### src/rtl/core/mss_pkg.sv
`default_nettype none

package mss_pkg;

	localparam int DEF_MAX_ITEMS  = 256;
	localparam int DEF_VALUE_BITS = 31;

	localparam int IN_DATA_W  = 32;
	localparam int DIFF_W     = 39;
	localparam int OUT_DATA_W = 40;
	localparam int STATUS_W   = 2;

	localparam logic [DIFF_W-1:0] DIFF_MAX = '1;

	localparam logic [STATUS_W-1:0] STATUS_OK       = 2'd0;
	localparam logic [STATUS_W-1:0] STATUS_SHORT    = 2'd1;
	localparam logic [STATUS_W-1:0] STATUS_OVERFLOW = 2'd2;

	typedef enum logic [2:0] {
		ST_LOAD,
		ST_FETCH,
		ST_PIVOT,
		ST_SCAN,
		ST_ACC,
		ST_OUT
	} state_t;

	typedef struct packed {
		logic start;
		logic issue;
	} scan_ctl_t;

endpackage

`default_nettype wire

### src/rtl/core/mss_rank.sv
`default_nettype none

module mss_rank
	import mss_pkg::*;
#(
	parameter int AW    = 8,
	parameter int CW    = 9,
	parameter int WIDTH = DEF_VALUE_BITS
) (
	input  wire logic             clk,
	input  wire logic             arst_n,
	input  wire scan_ctl_t        ctl,
	input  wire logic [AW-1:0]    idx,
	input  wire logic [WIDTH-1:0] data,
	input  wire logic [WIDTH-1:0] pivot,
	input  wire logic [AW-1:0]    pivot_idx,
	output logic      [CW-1:0]    rank
);

	logic          valid_s1;
	logic [AW-1:0] idx_s1;
	logic [CW-1:0] rank_q;
	logic          less;

	// Ties are broken by position so that every element gets a distinct rank.
	assign less = (data < pivot) || ((data == pivot) && (idx_s1 < pivot_idx));

	always_ff @(posedge clk or negedge arst_n) begin
		if (!arst_n) begin
			valid_s1 <= 1'b0;
			rank_q   <= '0;
		end else begin
			valid_s1 <= ctl.issue;
			if (ctl.start) begin
				rank_q <= '0;
			end else if (valid_s1 && less) begin
				rank_q <= rank_q + CW'(1);
			end
		end
	end

	always_ff @(posedge clk) begin
		idx_s1 <= idx;
	end

	assign rank = rank_q;

endmodule

`default_nettype wire

### config.mk
export PLATFORM = sky130hd
export DESIGN_NAME = mss_rank
export DESIGN_NICKNAME = d
export VERILOG_FILES = /design/src/rtl/core/mss_pkg.sv /design/src/rtl/core/mss_rank.sv
export SDC_FILE = /design/constraint.sdc
export NUM_CORES = 1
export LEC_CHECK = 0
export BUFFER_PORTS_ARGS = -buffer_cell sky130_fd_sc_hd__buf_2
export CAP_MARGIN = 0
export CORE_AREA = 3 3 69 71
export CTS_CLUSTER_DIAMETER = 100
export CTS_CLUSTER_SIZE = 40
export DETAILED_ROUTE_END_ITERATION = 10
export DIE_AREA = 0 0 72 74
export GPL_TIMING_DRIVEN = 0
export PLACE_DENSITY_LB_ADDON = 0.15
export SYNTH_ARGS = -nofsm -noshare
export SYNTH_HDL_FRONTEND = slang
export SYNTH_SLANG_ARGS = --single-unit
export TNS_END_PERCENT = 10
### constraint.sdc
create_clock -name clk -period 2.1 [get_ports clk]
set_input_delay 0.315 -clock clk [delete_from_list [all_inputs] [get_ports clk]]
set_output_delay 0.315 -clock clk [all_outputs]
set_load 0.01 [all_outputs]
==> results_dict.tcl <==
set metrics [dict create \
    power.total_w 0.000925 \
    ys.flop_type "dfrtp_1" \
    grt_use_met1 0.172 \
    holdWs_ns 0.161 \
    cap_violations 0 \
    slew_violations 0 \
    diodes 0 \
    h-tree-depth 1 \
    grt_max_degree 11 \
    final_cells 347 \
    grt_pass1_vias 1511 \
    dp_hpwl_mm 3.26 \
    grtUsageTotal 0.138 \
    crit_chain "buf_2, ha_4, nand4_1, or4_4, a21oi_4, o311ai_4, o22ai_4, nand3_2, mux2_4" \
    start_util 0.396 \
    synth_top_area_share 0.287 \
    worstPathMaxFanout 4 \
    nNetsFinal 417 \
    syn_area_mm2 0.00170 \
    cts_tree "built" \
    antenna_found_initial 0 \
    clock-sinks 18 \
    worstMarginPinSlew_ns 0.553 \
    crit_family "simple AND/OR/NAND/NOR gates" \
    dieArea_mm2 0.00533 \
    die_w_um 72 \
    reg2reg_slack_ns -0.05 \
    ir_drop_mv 0.368 \
    drt-wirelength-per-cell_um 11.2 \
    critPathSlowestCell "or4_4" \
    ys_types 37 \
    min_period_ns 2.17 \
    grt_use_met2 0.249 \
    clock_path_buffers 2 \
    max_stage_delay_ns 0.57 \
    area_growth_pct 49.2 \
    ys_seq_elements 18 \
    core_mm2 0.00429 \
    synth_top_area_cell "ha_1" \
    worst_setup_path_end_kind "register" \
    syn_nets 319 \
    crit_arrival_ns 2.32 \
    overflow 0 \
    clock-skew-final_ns 0.00444 \
    timing.rr.start "idx_s1[7]" \
    dr_total_vias 1642 \
    layout_commonest_cell "buf_2" \
    status "finished with violations" \
    path_buf_inv 1 \
    grt_pass1_wl_mm 6.03 \
    first_pass_iters 4 \
    chipHeight_um 74 \
    drt-total-wl_mm 3.89 \
    clock.fmax_mhz 460 \
    rsz0062_at_grt "true" \
    drc 0 \
    crit_path_start "data[4]" \
    rr_endpoint "rank[7]" \
    viasPerCell 4.73 \
    min_path_type "input pin to register" \
    async_flop_share 0.556 \
    layout_common_cells "buf_2 (82), inv_1 (35), ha_1 (28), a21oi_1 (17)" \
    avgSynthCellArea_um2 8.59 \
    fin_util 0.591 \
    cp.depth 9 \
    ant_nets 0 \
    finalHoldViolCount 0 \
    drt-initial-drc-count 30 \
    dp_cells 340 \
    syn-instance-count 198 \
    root_buffer "clkbuf_8" \
    clkTransAtPathRegs_ns 0.07 \
    critPathRequiredTime_ns 2.24 \
    r2r_cells 8 \
    insertion_delay_ns 0.25 \
    drive_gt1_frac 0.447 \
    port_buffers 90 \
    relSlewSlack 0.628 \
    ys_seq_area_frac 0.241 \
    min_period_over_period 1.03 \
    setup_tns_ns -0.168 \
    grt_use_met3 0.0189 \
    synth_edf_count 0 \
    p_leak_nw 1.37 \
    ioPinCount 91 \
    critPathKind "input pin to register" \
    start_kind "input pin" \
    critPathCapture "rank[7]" \
    num_rows 24 \
    yosys_warnings 0 \
    gp_congestion 0.735 \
    violations "setup timing" \
    setup_viol 3 \
    worst_slack_ns -0.0727 \
    cts_buffers 3 \
    synthTopCellsByArea "ha_1 (29%), dfrtp_1 (15%), inv_1 (9.9%), dfxtp_1 (9.4%), a21oi_1 (5.0%)" \
    busiest_layer "met2" \
    powerDensity_mw_per_mm2 364 \
    min_path_cells 1 \
]
state kept, by name (all words and copies together), names as in the netlist:
name,flops
idx_s1,8
rank,9
valid_s1,1
how the worst min path moves through the flow:
stage                      start  slack [ns]         to
after global routing      idx[5]        0.15  idx_s1[5]
after global placement    arst_n        0.19    rank[5]
after detailed placement  arst_n        0.19    rank[5]
final                     idx[7]        0.16  idx_s1[7]
after floorplan           arst_n        0.02    rank[0]
after CTS                 idx[6]        0.15  idx_s1[6]
worst register-to-register path: stages, from the launching register on:
cell and delay (ns):
dfxtp_1 0.30, ha_2 0.15, nand4b_1 0.15, or4_4 0.50
a21oi_4 0.14, o311ai_4 0.14, o22ai_4 0.24, nand3_2 0.10
mux2_4 0.32
timing repair:
item | in CTS | in global routing
pin swaps | 8 | 2
resized for setup | 17 | 2
endpoints found under the hold margin | 10 | 0
endpoints found under the setup margin | 8 | 8
setup buffers | 2 | 0
hold buffers | 1 | 0
metrics by stage:
step,area [um^2],worst slack [ns]
2_1_floorplan,1840,-0.192
4_1_cts,2520,-0.0732
3_3_place_gp,2350,-0.508
6_report,2540,-0.0727
3_5_place_dp,2350,-0.522
5_1_grt,2540,-0.156
cell families after synthesis:
group | count (synthesis) | share of synthesized area
adder cells (fa/ha/maj) | 39 | 0.287
multiplexers | 3 | 0.0191
flip-flops | 18 | 0.241
AND/OR/NAND/NOR | 50 | 0.174
XOR/XNOR | 1 | 0.00515
AO/OA/AOI/OAI | 41 | 0.168
buffers and inverters | 46 | 0.105
power breakdown:
group	switching [W]	internal, W
combinational	0.000150	0.000168
sequential	0.00000737	0.000358
clock	0.000112	0.000130
area by class of cell:
type                            count  area (um^2)
Fill cell                         369         1760
Multi-Input combinational cell    134         1280
Timing Repair Buffer               93          522
Sequential cell                    18          410
Inverter                           45          201
Tap cell                           52         65.1
Clock buffer                        3         41.3
Buffer                              1         10.0
Clock inverter                      1         3.75
per-layer routing:
| metal | routed length [um] | up-vias |
|---|---|---|
| met5 | 0 | - |
| met4 | 31 | 0 |
| met3 | 257 | 4 |
| met2 | 1870 | 50 |
| met1 | 1730 | 704 |
| li1 | - | 884 |
Yosys cell counts, types with 2 or more instances:
master	count
nand3_1	9
inv_1	45
ha_1	39
a21o_1	6
dfrtp_1	10
nand2_1	8
and3_1	3
o21ai_0	5
dfxtp_1	8
a211oi_1	2
nand4_2	2
a221oi_1	2
a21oi_1	17
mux2_1	2
nor2_1	8
nor3_1	2
nand4_1	9
nand2b_1	2
Note: power is estimated with default switching activity, not from simulation.
